==> config.mk <==
export PLATFORM = sky130hd
export DESIGN_NAME = csv_record_tokenizer
export DESIGN_NICKNAME = d
export VERILOG_FILES = /design/src/rtl/core/csvt_pkg.sv /design/src/rtl/core/csv_record_tokenizer.sv /design/src/rtl/core/csvt_parser.sv /design/src/rtl/core/csvt_out_reg.sv
export SDC_FILE = /design/constraint.sdc
export NUM_CORES = 1
export LEC_CHECK = 0
export ABC_CLOCK_PERIOD_IN_PS = 4000
export BUFFER_PORTS_ARGS = -buffer_cell sky130_fd_sc_hd__buf_2
export CAP_MARGIN = 20
export CORE_UTILIZATION = 56
export DETAILED_ROUTE_END_ITERATION = 8
export GPL_ROUTABILITY_DRIVEN = 0
export MAX_ROUTING_LAYER = met4
export PLACE_DENSITY = 0.79
export RECOVER_POWER = 50
export SYNTH_ARGS = -nofsm -noshare
export SYNTH_HDL_FRONTEND = slang
export SYNTH_SLANG_ARGS = --single-unit
==> constraint.sdc <==
create_clock -name clk -period 4 [get_ports clk]
set_input_delay 0.2 -clock clk [delete_from_list [all_inputs] [get_ports clk]]
set_output_delay 0.2 -clock clk [all_outputs]
set_load 0.005 [all_outputs]
==> src/rtl/core/csvt_pkg.sv <==
// ----------------------------------------------------------------------------
// csvt_pkg
// Shared types and constants for the CSV record tokenizer.
// ----------------------------------------------------------------------------
package csvt_pkg;

  localparam int unsigned ByteW   = 8;
  localparam int unsigned FieldW  = 4;
  localparam int unsigned CfgIdxW = 2;
  localparam int unsigned CfgDatW = 8;

  // register indexes
  localparam logic [CfgIdxW-1:0] REG_HEADER_SKIP = 2'd0;
  localparam logic [CfgIdxW-1:0] REG_FIELDS_PER_REC = 2'd1;

  localparam logic [ByteW-1:0]  HEADER_SKIP_RST = 8'd98;
  localparam logic [FieldW-1:0] FIELDS_PER_REC_RST = 4'd9;

  localparam logic [ByteW-1:0] CH_COMMA   = 8'h2C;
  localparam logic [ByteW-1:0] CH_NEWLINE = 8'h0A;
  localparam logic [ByteW-1:0] CH_QUOTE   = 8'h22;

  typedef struct packed {
    logic [ByteW-1:0]  out_byte;
    logic              has_byte;
    logic [FieldW-1:0] field_number;
    logic              field_done;
    logic              record_done;
  } result_t;

endpackage

==> src/rtl/core/csv_record_tokenizer.sv <==
// ----------------------------------------------------------------------------
// csv_record_tokenizer
// Byte-serial CSV tokenizer with quoted fields and per-record field count.
// ----------------------------------------------------------------------------
// Usage:
//   in_valid/in_ready carries one text byte per item. out_valid/out_ready
//   carries at most one result item per input byte: a content byte
//   (out_has_byte) or an end-of-field marker (out_field_done, with
//   out_record_done on the last field of a record). Bytes that are skipped
//   or dropped give no result.
//   cfg_valid/cfg_ready writes register cfg_index (0 header skip length,
//   1 fields per record); cfg_ready is always high. Write only when idle.
//   A byte is accepted into the input register; the result register loads
//   from it once it has room (the byte waits in the input register until
//   then). Throughput: one byte per cycle while the receiver does not
//   stall, set by the phase update between the two registers.
//   When the receiver stalls, the result register holds its item and the
//   input register still takes one more byte; in_ready then drops until
//   the result is taken.
//   Reset clears the phase, field and skip counters and loads the register
//   defaults (98 header bytes, 9 fields per record).
// ----------------------------------------------------------------------------
module csv_record_tokenizer (
  input  logic                          clk,
  input  logic                          rst_n,
  input  logic                          in_valid,
  output logic                          in_ready,
  input  logic [csvt_pkg::ByteW-1:0]    in_byte,
  output logic                          out_valid,
  input  logic                          out_ready,
  output logic [csvt_pkg::ByteW-1:0]    out_byte,
  output logic                          out_has_byte,
  output logic [csvt_pkg::FieldW-1:0]   out_field_number,
  output logic                          out_field_done,
  output logic                          out_record_done,
  input  logic                          cfg_valid,
  output logic                          cfg_ready,
  input  logic [csvt_pkg::CfgIdxW-1:0]  cfg_index,
  input  logic [csvt_pkg::CfgDatW-1:0]  cfg_data
);
  import csvt_pkg::*;

  logic             in_vld_r;
  logic [ByteW-1:0] in_byte_r;
  logic             step;
  logic             res_valid;
  result_t          res;
  result_t          res_q;

  // the staged byte moves on once the result register has room
  assign step      = in_vld_r && (!out_valid || out_ready);
  assign in_ready  = !in_vld_r || step;
  assign cfg_ready = 1'b1;

  always_ff @(posedge clk) begin
    if (!rst_n) begin
      in_vld_r <= 1'b0;
    end else if (in_ready) begin
      in_vld_r <= in_valid;
    end
  end

  always_ff @(posedge clk) begin
    if (in_valid && in_ready) begin
      in_byte_r <= in_byte;
    end
  end

  csvt_parser u_parser (
    .clk       (clk),
    .rst_n     (rst_n),
    .cfg_we    (cfg_valid && cfg_ready),
    .cfg_index (cfg_index),
    .cfg_data  (cfg_data),
    .step      (step),
    .byte_in   (in_byte_r),
    .res_valid (res_valid),
    .res       (res)
  );

  csvt_out_reg u_out_reg (
    .clk       (clk),
    .rst_n     (rst_n),
    .load      (step && res_valid),
    .res_in    (res),
    .out_ready (out_ready),
    .out_valid (out_valid),
    .res_out   (res_q)
  );

  assign out_byte         = res_q.out_byte;
  assign out_has_byte     = res_q.has_byte;
  assign out_field_number = res_q.field_number;
  assign out_field_done   = res_q.field_done;
  assign out_record_done  = res_q.record_done;

endmodule

==> src/rtl/core/csvt_parser.sv <==
// ----------------------------------------------------------------------------
// csvt_parser
// Header skip, quote-aware phase machine and field counter; one byte a step.
// ----------------------------------------------------------------------------
module csvt_parser (
  input  logic                          clk,
  input  logic                          rst_n,
  input  logic                          cfg_we,
  input  logic [csvt_pkg::CfgIdxW-1:0]  cfg_index,
  input  logic [csvt_pkg::CfgDatW-1:0]  cfg_data,
  input  logic                          step,
  input  logic [csvt_pkg::ByteW-1:0]    byte_in,
  output logic                          res_valid,
  output csvt_pkg::result_t             res
);
  import csvt_pkg::*;

  localparam logic [1:0] PH_START  = 2'd0;
  localparam logic [1:0] PH_PLAIN  = 2'd1;
  localparam logic [1:0] PH_QUOTED = 2'd2;
  localparam logic [1:0] PH_AFTERQ = 2'd3;

  logic [ByteW-1:0]  header_skip_r;
  logic [FieldW-1:0] fields_per_rec_r;
  logic [1:0]        phase_r, phase_nxt;
  logic [FieldW-1:0] field_cnt_r, field_cnt_nxt;
  logic [ByteW-1:0]  skip_cnt_r, skip_cnt_nxt;

  logic              emit;
  logic              end_fld;
  logic [FieldW:0]   idx_inc;
  logic              last_fld;
  logic              is_comma, is_nl, is_quote;

  assign is_comma = (byte_in == CH_COMMA);
  assign is_nl    = (byte_in == CH_NEWLINE);
  assign is_quote = (byte_in == CH_QUOTE);

  // a record size of zero still ends every field as a record
  assign idx_inc  = {1'b0, field_cnt_r} + {{FieldW{1'b0}}, 1'b1};
  assign last_fld = (idx_inc >= {1'b0, fields_per_rec_r});

  always_comb begin
    emit         = 1'b0;
    end_fld      = 1'b0;
    phase_nxt    = phase_r;
    skip_cnt_nxt = skip_cnt_r;
    if (skip_cnt_r < header_skip_r) begin
      skip_cnt_nxt = skip_cnt_r + 8'd1;
    end else begin
      case (phase_r)
        PH_START: begin
          if (is_quote) begin
            phase_nxt = PH_QUOTED;
          end else if (is_comma) begin
            end_fld = 1'b1;
          end else if (!is_nl) begin
            emit      = 1'b1;
            phase_nxt = PH_PLAIN;
          end
        end
        PH_PLAIN: begin
          if (is_comma || is_nl) begin
            end_fld = 1'b1;
          end else if (!is_quote) begin
            emit = 1'b1;
          end
        end
        PH_QUOTED: begin
          if (is_quote) begin
            phase_nxt = PH_AFTERQ;
          end else begin
            emit = 1'b1;
          end
        end
        PH_AFTERQ: begin
          // doubled quote gives a literal; anything but a delimiter is dropped
          if (is_quote) begin
            emit      = 1'b1;
            phase_nxt = PH_QUOTED;
          end else if (is_comma || is_nl) begin
            end_fld = 1'b1;
          end
        end
        default: begin
          phase_nxt = PH_START;
        end
      endcase
      if (end_fld) begin
        phase_nxt = PH_START;
      end
    end
  end

  always_comb begin
    field_cnt_nxt = field_cnt_r;
    if (end_fld) begin
      field_cnt_nxt = last_fld ? '0 : idx_inc[FieldW-1:0];
    end
  end

  assign res_valid        = emit || end_fld;
  assign res.out_byte     = emit ? byte_in : '0;
  assign res.has_byte     = emit;
  assign res.field_number = field_cnt_r;
  assign res.field_done   = end_fld;
  assign res.record_done  = end_fld && last_fld;

  always_ff @(posedge clk) begin
    if (!rst_n) begin
      phase_r     <= PH_START;
      field_cnt_r <= '0;
      skip_cnt_r  <= '0;
    end else if (step) begin
      phase_r     <= phase_nxt;
      field_cnt_r <= field_cnt_nxt;
      skip_cnt_r  <= skip_cnt_nxt;
    end
  end

  always_ff @(posedge clk) begin
    if (!rst_n) begin
      header_skip_r    <= HEADER_SKIP_RST;
      fields_per_rec_r <= FIELDS_PER_REC_RST;
    end else if (cfg_we) begin
      case (cfg_index)
        REG_HEADER_SKIP:    header_skip_r    <= cfg_data;
        REG_FIELDS_PER_REC: fields_per_rec_r <= cfg_data[FieldW-1:0];
        default: ;
      endcase
    end
  end

endmodule

==> src/rtl/core/csvt_out_reg.sv <==
// ----------------------------------------------------------------------------
// csvt_out_reg
// Result register holding one item until the receiver takes it.
// ----------------------------------------------------------------------------
module csvt_out_reg (
  input  logic              clk,
  input  logic              rst_n,
  input  logic              load,
  input  csvt_pkg::result_t res_in,
  input  logic              out_ready,
  output logic              out_valid,
  output csvt_pkg::result_t res_out
);
  import csvt_pkg::*;

  logic    valid_r;
  result_t res_r;

  always_ff @(posedge clk) begin
    if (!rst_n) begin
      valid_r <= 1'b0;
    end else if (load) begin
      valid_r <= 1'b1;
    end else if (out_ready) begin
      valid_r <= 1'b0;
    end
  end

  always_ff @(posedge clk) begin
    if (load) begin
      res_r <= res_in;
    end
  end

  assign out_valid = valid_r;
  assign res_out   = res_r;

endmodule

Word-level counts from Yosys, hierarchy flattened
Index checks and enable logic that the tools add are counted.
{ "classes": {"n_mux": 25, "n_bitwise": 1, "n_eq_ne": 11, "addsub": 2, "n_lt_le_gt_ge": 2, "reduce_logical": 19} }
{ "ops": {"columns": ["op", "n"], "rows": [
  ["$eq A8 B6 Y1 const B", 2],
  ["$mux W1", 15],
  ["$mux W2", 6],
  ["$add A8 B1 Y8 const B", 1],
  ["$eq A8 B4 Y1 const B", 1],
  ["$lt A8 B8 Y1", 1],
  ["$ne A4 B4 Y1 const B", 2],
  ["$reduce_and A2 Y1", 4],
  ["$reduce_and A7 Y1", 1],
  ["$ne A3 B1 Y1 const B", 2],
  ["$pmux W2 S3", 1],
  ["$add A4 B1 Y5 const B", 1],
  ["$ge A5 B4 Y1", 1],
  ["$eq A2 B1 Y1 const B", 2],
  ["$eq A2 B2 Y1 const B", 2],
  ["$logic_and A1 B1 Y1", 4],
  ["$logic_not A2 Y1", 2],
  ["$logic_or A1 B1 Y1", 4],
  ["$mux W4", 1],
  ["$pmux W1 S4", 1],
  ["$reduce_bool A4 Y1", 1],
  ["$pmux W1 S3", 1],
  ["$logic_not A1 Y1", 2],
  ["$reduce_bool A2 Y1", 1],
  ["$not A1 Y1", 1]
]} }
{ "word_totals": {"ff_bits": 51, "in_bits": 23, "elab_cells": 73, "output_inout_bits": 18} }

Logic depth before layout (Yosys ltp)
Gate-level depths: netlist of the first run.
{ "logic_depth": {"word_depth": 10, "ltp_mapped": 8, "ltp_nobuf": 7} }

By module
From an unflattened synthesis of the first run, not the netlist that was laid out.
{ "unflattened": {"hier_cells": 245, "area_unflattened_um2": 2588.7} }
{ "modules_own_cells": {"columns": ["mod", "area_per_inst_um2", "n_inst", "cells_each", "seq_area_each_um2"], "rows": [
  ["csvt_parser", 1761.7, 1, 209, 520.5],
  ["csvt_out_reg", 491.7, 1, 18, 470.5],
  ["csv_record_tokenizer", 335.3, 1, 18, 260.2]
]} }

Worst setup path after synthesis of the first run
OpenSTA, ideal clock, no wires.
{ "synth_timing": {"kind": "flip-flop to flip-flop", "start": "register in_byte_r[2]", "end": "register u_out_reg.res_r (netlist bit u_out_reg.res_out[0]), enable pin", "t_required_ns": 3.592, "setup_ns": 0.408, "setup_slack_ns": 1.059, "path_stages_with_launch": 6, "period_less_slack_ns": 2.941, "n_path_buf": 0, "t_arrival_ns": 2.533, "path_cell_list": "edfxtp_1 nor4b_1 nand3_1 a21oi_1 o21ai_2 o21ai_0"} }
{ "synth_between": {"elab_chain_len": 9, "elab_cells_between_ends": 21} }
{ "synth_lines": {"columns": ["element", "line_no", "text"], "rows": [
  ["start, declared", "csv_record_tokenizer.sv:44", "logic [ByteW-1:0] in_byte_r;"],
  ["start signal, assigned", "csv_record_tokenizer.sv:65", "in_byte_r <= in_byte;"],
  ["$eq A8 B6 Y1 / $eq A8 B4 Y1 (equally long branches)", "csvt_parser.sv:35, csvt_parser.sv:36", null],
  ["$logic_or A1 B1 Y1", "csvt_parser.sv:63, csvt_parser.sv:81", null],
  ["$mux W1", "csvt_parser.sv:63, csvt_parser.sv:81", null],
  ["$mux W1", "csvt_parser.sv:78", "if (is_quote) begin"],
  ["$pmux W1 S3", "csvt_parser.sv:51", "case (phase_r)"],
  ["$mux W1 (2 in series)", "csvt_parser.sv:48", "if (skip_cnt_r < header_skip_r) begin"],
  ["$logic_or A1 B1 Y1 (*)", "csvt_parser.sv:102", "assign res_valid = emit || end_fld;"],
  ["$logic_and A1 B1 Y1 (*)", "csv_record_tokenizer.sv:84", ".load (step && res_valid),"],
  ["net u_out_reg.load", "csvt_out_reg.sv:8", "input logic load,"],
  ["end signal, assigned", "csvt_out_reg.sv:31", "res_r <= res_in;"],
  ["end, declared", "csvt_out_reg.sv:17", "result_t res_r;"]
]} }
The timed path passes the listed nets; every way through them passes the cells marked *. The select of a mux whose other input is x is not followed.
A chain may end at the register's enable or synchronous reset.

Worst setup path after layout of the first run
{ "layout_timing": {"start": "register u_parser.header_skip_r[3]", "end": "register u_out_reg.res_r (netlist bit u_out_reg.res_out[13]), enable pin"} }
{ "layout_between": {"elab_chain_len": 4, "elab_cells_between_ends": 5} }
{ "layout_lines": {"columns": ["element", "line_no", "text"], "rows": [
  ["start, declared", "csvt_parser.sv:23", "logic [ByteW-1:0] header_skip_r;"],
  ["start signal, assigned", "csvt_parser.sv:127", "REG_HEADER_SKIP: header_skip_r <= cfg_data;"],
  ["$lt A8 B8 Y1 (*)", "csvt_parser.sv:48", null],
  ["$mux W1", "csvt_parser.sv:48", null],
  ["$logic_or A1 B1 Y1 (*)", "csvt_parser.sv:102", null],
  ["$logic_and A1 B1 Y1 (*)", "csv_record_tokenizer.sv:84", null],
  ["net u_out_reg.load", "csvt_out_reg.sv:8", null]
]} }
The timed path passes the listed nets; every way through them passes the cells marked *.

==> metrics, run 1 <==
Die X=70.2 µm; Max-slew headroom=26.4%; first-pass GRT wire length=7690 µm; CTS sink cnt=51; CTS tree=yes; Core Box Area=4410 µm²; ys async rst share=0%; area leader, netlist=edfxtp_1; crit end category=flip-flop; worst hold path class=in2reg; maximum clock rate=0.426 GHz; Final Setup Violations=0; CP startpoint kind=flip-flop; Setup WS post-layout=1.65 ns; syn nets=304; Setup CP Type=reg2reg; CTS H-tree lvls=2; Worst EP required=4.00 ns; DPL Wire Length=3330 µm; dpl cell area=2840 µm²; hold path cells=1; sequential-to-total area share from yosys stat=48.1%; max-cap viol count=0; Hold Crit Start=in_byte[0]; crit path DAT=2.34 ns; DIE HEIGHT=70.2 µm; Setup Skew=0.00995 ns; CTS root buf=clkbuf_8; IO Count=41; synth top area cells=edfxtp_1 27%, dfxtp_1 22%, ha_1 9.1%, mux2i_1 4.6%, inv_1 3.9%; area share of the largest cell type after synthesis=26.5%; Global Route met2 Usage=30.4%; layout net count=344; Post-synth top cells=28 x dfxtp_1, 27 x inv_1, 27 x nand2_1; status=complete, no violations; maximum clock path buffer count=2; setup_tns=0 ns; Area growth, synth to finish=11.8%; RSZ-0062 raised after global routing=false; TritonCTS buffer count=5; Pre-antenna DRT Iters=4; Unique masters post-synth=48; PortBufs=39; FF-to-FF End=u_out_reg.res_out[13]$_SDFFCE_PP0P_; Routed WL=4550 µm; cts hold-fix bufs=0; count leader, synth=dfxtp_1; met1 track demand over resource=27.5%; worst-path fanout max=15; Reg2Reg Launch Point=u_parser.header_skip_r[3]$_SDFFE_PN0P_; DR WL/cell=12.8 µm; LEAKAGE=1.24 nW; die area=4930 µm²; Tmin final=2.35 ns; P per Cell Area=307 nW/µm²; register-to-register setup slack=1.65 ns; routed vias/inst=5.45; hold path endpoint=in_byte_r[0]$_DFFE_PP_; # resized after CTS=0; Syn Std Cell Area=2600 µm²; final worst-path cycle share=58.7%; final antenna-violating net count=0; post-place setup slack=1.69 ns; Mean Syn Cell Area=9.94 µm²; Worst-Margin Slew=1.10 ns; met3 usage=4.76%; hold slack=0.0724 ns; drt initial violations=120; postcts setup bufs=0; largest net degree at the start of global routing=27; Reg clk slew, reported paths=0.09 ns; Hold Fails Final Rpt=0; initial cell density of the core=59.0%; GRT overflow=0; Peak VDD IR=172 µV; row cnt=24; cells after synthesis=262; antenna violations before repair=0; post-route design area=2910 µm²; Clock Latency Late Sink=0.30 ns; number of synthesized flops with an enable pin=23; R2R cell count=8; Most used DFF post-synth=dfxtp_1; routed vias=1,933; gr usage total=20.6%; layout cells sized above 1=16.8%; GRT Max-Usage Layer=met2; drc violations=0; synth warn=0; vias in the first global route=1,728; #FFs+latches synth=51; Slew Viols, Final=0; diode count=0
## worst max-delay path by stage
stage	from	to	slack, ns
after floorplan	in_byte_r[2]$_DFFE_PP_	u_out_reg.res_out[0]$_DFFE_PP_	1.06
after global placement	in_byte_r[4]$_DFFE_PP_	u_out_reg.res_out[11]$_SDFFCE_PP0P_	1.73
after detailed placement	in_byte_r[4]$_DFFE_PP_	u_out_reg.res_out[9]$_SDFFCE_PP0P_	1.69
after CTS	u_parser.header_skip_r[3]$_SDFFE_PN0P_	u_out_reg.res_out[9]$_SDFFCE_PP0P_	1.67
after global routing	u_parser.header_skip_r[3]$_SDFFE_PN0P_	u_out_reg.res_out[4]$_DFFE_PP_	1.49
final	u_parser.header_skip_r[3]$_SDFFE_PN0P_	u_out_reg.res_out[13]$_SDFFCE_PP0P_	1.65
## sequential cells by signal, indices dropped and copies added, names as in the netlist
register                   flops
in_byte_r                      8
in_vld_r                       1
u_out_reg.out_valid            1
u_out_reg.res_out             15
u_parser.field_cnt_r           4
u_parser.fields_per_rec_r      4
u_parser.header_skip_r         8
u_parser.phase_r               2
u_parser.skip_cnt_r            8
## metal layers
metal,share of wire (%),vias up
met5,0,-
met4,1.1,0
met3,4.2,5
met2,46,49
met1,48,879
li1,-,1000
## through the flow
step                      cells  utilization, %  total power, mW
after global routing        355            66.0            0.931
after detailed placement    347            64.4            0.630
after CTS                   355            66.2            0.902
after floorplan             262               -            0.609
final                       355            66.0            0.894
after global placement      347            64.4            0.628
## logic make-up after synthesis
kind of cell             Yosys count  synth area share [%]
AO/OA/AOI/OAI                     48                  13.4
XOR/XNOR                           3                  1.01
buffers and inverters             35                  5.33
multiplexers                      12                  4.61
adder cells (fa/ha/maj)           19                  9.13
other                              1                 0.144
AND/OR/NAND/NOR                   93                  18.3
flip-flops                        51                  48.1
## area by class of cell
class	instances	area, µm²
inverters	27	101
clock buffers	6	72.6
repair buffers	41	200
well taps	52	65.1
flip-flops and latches	51	1250
clock inverters	2	7.51
multi-input cells	176	1210
fillers	365	1500
## cells in the final DEF (no fill, tap or decap), types with 2 or more instances in the layout
| cell type | netlist | final |
|---|---|---|
| nor3_1 | 2 | 2 |
| edfxtp_1 | 23 | 23 |
| nor2_1 | 24 | 24 |
| o21ai_0 | 6 | 5 |
| xor2_1 | 2 | 2 |
| nor4_1 | 4 | 4 |
| a21oi_1 | 17 | 17 |
| o211ai_1 | 4 | 4 |
| a211oi_1 | 3 | 3 |
| inv_1 | 27 | 27 |
| nand2b_1 | 8 | 8 |
| mux2i_1 | 12 | 12 |
| nand3b_1 | 3 | 3 |
| nand3_1 | 6 | 6 |
| o311ai_0 | 2 | 2 |
| buf_2 | 0 | 34 |
| o22ai_1 | 2 | 2 |
| ha_1 | 19 | 19 |
| and2_2 | 2 | 2 |
| o31ai_1 | 2 | 2 |
| clkinv_1 | 0 | 2 |
| nand2_1 | 27 | 27 |
| clkbuf_1 | 6 | 7 |
| nor4b_1 | 2 | 2 |
| nor2b_1 | 2 | 2 |
| a21o_1 | 2 | 2 |
| clkbuf_8 | 0 | 5 |
| nand4_1 | 4 | 4 |
| dfxtp_1 | 28 | 28 |
## worst max-delay path, stage by stage, from the launching register on
cell,delay [ns]
dfxtp_1,0.32
inv_1,0.06
ha_1,0.28
nor2_1,0.05
nor3_1,0.29
a21o_1,0.43
o21ai_2,0.22
o21ai_1,0.16
buf_4,0.24
## where the power goes
| group | switching [mW] | total (mW) | internal (mW) |
|---|---|---|---|
| clock | 0.157 | 0.277 | 0.120 |
| sequential | 0.00842 | 0.561 | 0.552 |
| combinational | 0.0333 | 0.0569 | 0.0236 |
| total | 0.199 | 0.894 | 0.696 |
Power figures use the tool's default switching activity.
==> inputs of run 2 (changes only) <==
--- a/config.mk
+++ b/config.mk
@@ -5,14 +5,15 @@
 export SDC_FILE = /design/constraint.sdc
 export NUM_CORES = 1
 export LEC_CHECK = 0
-export ABC_CLOCK_PERIOD_IN_PS = 4000
+export ABC_AREA = 1
+export ABC_CLOCK_PERIOD_IN_PS = 2000
 export BUFFER_PORTS_ARGS = -buffer_cell sky130_fd_sc_hd__buf_2
 export CAP_MARGIN = 20
-export CORE_UTILIZATION = 56
+export CORE_UTILIZATION = 50
 export DETAILED_ROUTE_END_ITERATION = 8
 export GPL_ROUTABILITY_DRIVEN = 0
 export MAX_ROUTING_LAYER = met4
-export PLACE_DENSITY = 0.79
+export PLACE_DENSITY = 0.75
 export RECOVER_POWER = 50
 export SYNTH_ARGS = -nofsm -noshare
 export SYNTH_HDL_FRONTEND = slang
==> constraint.sdc (replaced) <==
create_clock -name clk -period 2 [get_ports clk]
set_input_delay 0.1 -clock clk [delete_from_list [all_inputs] [get_ports clk]]
set_output_delay 0.1 -clock clk [all_outputs]
set_load 0.005 [all_outputs]
==> run 2 against run 1 <==
Global-route usage down 0.82 points. Synthesized cell count up 14%. Largest power group unchanged. Clock skew down 0.0070 ns. Via count up 5.0%.
==> metrics, run 2 <==
die area=5340 µm²; area share of the largest cell type after synthesis=27.3%; synth top area cells=edfxtp_1 27%, dfxtp_1 22%, ha_1 9.4%, nand2_1 8.9%, inv_1 7.6%; IO Count=41; Slew Viols, Final=0; sequential fraction of design power=61.1%; synth warn=0; Switching Power=430 µW; final worst-path cycle share=94.8%; Final Setup Violations=0; commonest non-fill, non-tap cell in the layout=nand2_1; Clock Latency Late Sink=0.30 ns; CP most frequent cell=nand2_1; Worst EP required=2.03 ns; CTS tree=yes; dpl cell area=2830 µm²; Sw Ratio=23.3%; worst hold path class=in2reg; status=complete, no violations; Max stage delay cell, worst path=dfxtp_1; initial cell density of the core=52.8%; P per Cell Area=606 nW/µm²; layout net count=398; Core Box Area=4790 µm²; diode count=0; worst-path fanout max=7; syn nets=340; layout cells sized above 1=17.6%; Layout Cells excl Fill=424; Unique masters post-synth=28; post-route design area=3040 µm²; vias in the first global route=1,798; CTS sink cnt=51; max reg flops=15; GRT overflow=0; routed vias=2,030; gr usage total=19.8%; routed vias/inst=4.79; Peak VDD IR=390 µV; Pint=1.41 mW; max-cap viol count=0; antenna violations before repair=0; area leader, netlist=edfxtp_1; drt initial violations=92; ys async rst share=0%; Setup Skew=0.00299 ns; Comb power frac=7.5%; LEAKAGE=1.39 nW; Setup CP Type=reg2reg; first-pass GRT wire length=7780 µm; CTS root buf=clkbuf_8; #FFs+latches synth=51; number of synthesized flops with an enable pin=23; largest net degree at the start of global routing=24; DIE HEIGHT=73.1 µm; CTS H-tree lvls=2; most frequent cells in the layout=58 x nand2_1, 50 x inv_1, 33 x buf_2; Hold Fails Final Rpt=0; count leader, synth=nand2_1; drc violations=0; Die X=73.1 µm; Most used DFF post-synth=dfxtp_1; CP Cell Sequence=ha_1 > nand2_1 > inv_1 > nand2_1 > nand2_1 > nand2_1 > nand2_2 > nand2_4 > nor2_4 > inv_2 > nand2_4 > clkbuf_16; DPL Wire Length=3380 µm; Fillers=421; Post-synth top cells=60 x nand2_1, 51 x inv_1, 31 x nor2_1; CP peak stage delay=0.35 ns; setup_tns=0 ns; sequential-to-total area share from yosys stat=49.5%; Syn Std Cell Area=2530 µm²; maximum clock path buffer count=2; Reg clk slew, reported paths=0.09 ns; Routed WL=4640 µm; final antenna-violating net count=0; PortBufs=39; placed cell count=406; Tmin final=1.90 ns; row cnt=25; Area growth, synth to finish=20.4%; DR WL/cell=10.9 µm; maximum clock rate=0.527 GHz; Mean Syn Cell Area=8.48 µm²; cells after synthesis=298; Pre-antenna DRT Iters=4; crit end category=flip-flop; CP startpoint kind=flip-flop; TritonCTS buffer count=5; crit path DAT=1.93 ns; Clock Power Share=31.4%
[run 2: logic make-up after synthesis]
| family | Yosys count | synth area share [%] |
|---|---|---|
| AO/OA/AOI/OAI | 44 | 9.51 |
| buffers and inverters | 55 | 8.61 |
| flip-flops | 51 | 49.5 |
| XOR/XNOR | 3 | 1.04 |
| AND/OR/NAND/NOR | 125 | 21.8 |
| other | 1 | 0.148 |
| adder cells (fa/ha/maj) | 19 | 9.41 |
[run 2: through the flow]
step	total power, mW	hold slack (ns)	util, %	worst slack [ns]
floorplan	1.23	0.199	-	0.0314
global placement	1.27	0.277	59.2	0.117
detailed placement	1.28	0.279	59.2	0.0716
CTS	1.87	0.00725	62.7	0.0532
global route	1.93	0.0202	63.6	-0.0243
finish	1.84	0.0151	63.6	0.103
[run 2: area by class of cell]
type	instances	area (µm²)	area share [%]
Clock buffer	5	68.8	2.26
Timing Repair Buffer	54	343	11.3
Tap cell	67	83.8	2.75
Inverter	52	195	6.41
Clock inverter	3	20.0	0.658
Sequential cell	51	1250	41.1
Multi-Input combinational cell	192	1080	35.6
[run 2: power by group through the flow]
| stage | logic [mW] | registers, mW | clock network [mW] |
|---|---|---|---|
| floorplan | 0.0850 | 1.15 | 0 |
| global placement | 0.123 | 1.15 | 0 |
| detailed placement | 0.125 | 1.15 | 0 |
| CTS | 0.138 | 1.13 | 0.600 |
| global route | 0.160 | 1.13 | 0.642 |
| finish | 0.139 | 1.13 | 0.578 |
[run 2: final timing paths]
check	from	to	slack, ns	cells after the start
max	u_parser.skip_cnt_r[3]$_SDFFE_PN0P_	u_out_reg.res_out[2]$_DFFE_PP_	0.10	12
min	cfg_data[5]	u_parser.header_skip_r[5]$_SDFFE_PN1P_	0.02	3
max reg2reg	u_parser.skip_cnt_r[3]$_SDFFE_PN0P_	u_out_reg.res_out[2]$_DFFE_PP_	0.10	12
min reg2reg	u_parser.header_skip_r[7]$_SDFFE_PN0P_	u_parser.header_skip_r[7]$_SDFFE_PN0P_	0.46	2
[run 2: critical path, delay by kind of cell, from the launching register on]
family	cells	cell delay, ns
fa+ha+maj	1	0.30
buf+inv	3	0.27
flops	1	0.35
simple gates	8	0.69
[run 2: what timing repair did]
action	CTS	global route
hold buffers	8	0
gates resized for setup	0	7
buffers inserted	0	1
endpoints found under the setup margin	0	19
hold endpoints to repair	8	0
[run 2: metal layers]
layer	wire (µm)	track usage, %
met4	80	7.19
met5	0	-
met2	2170	31.0
met1	2200	25.2
met3	185	4.28
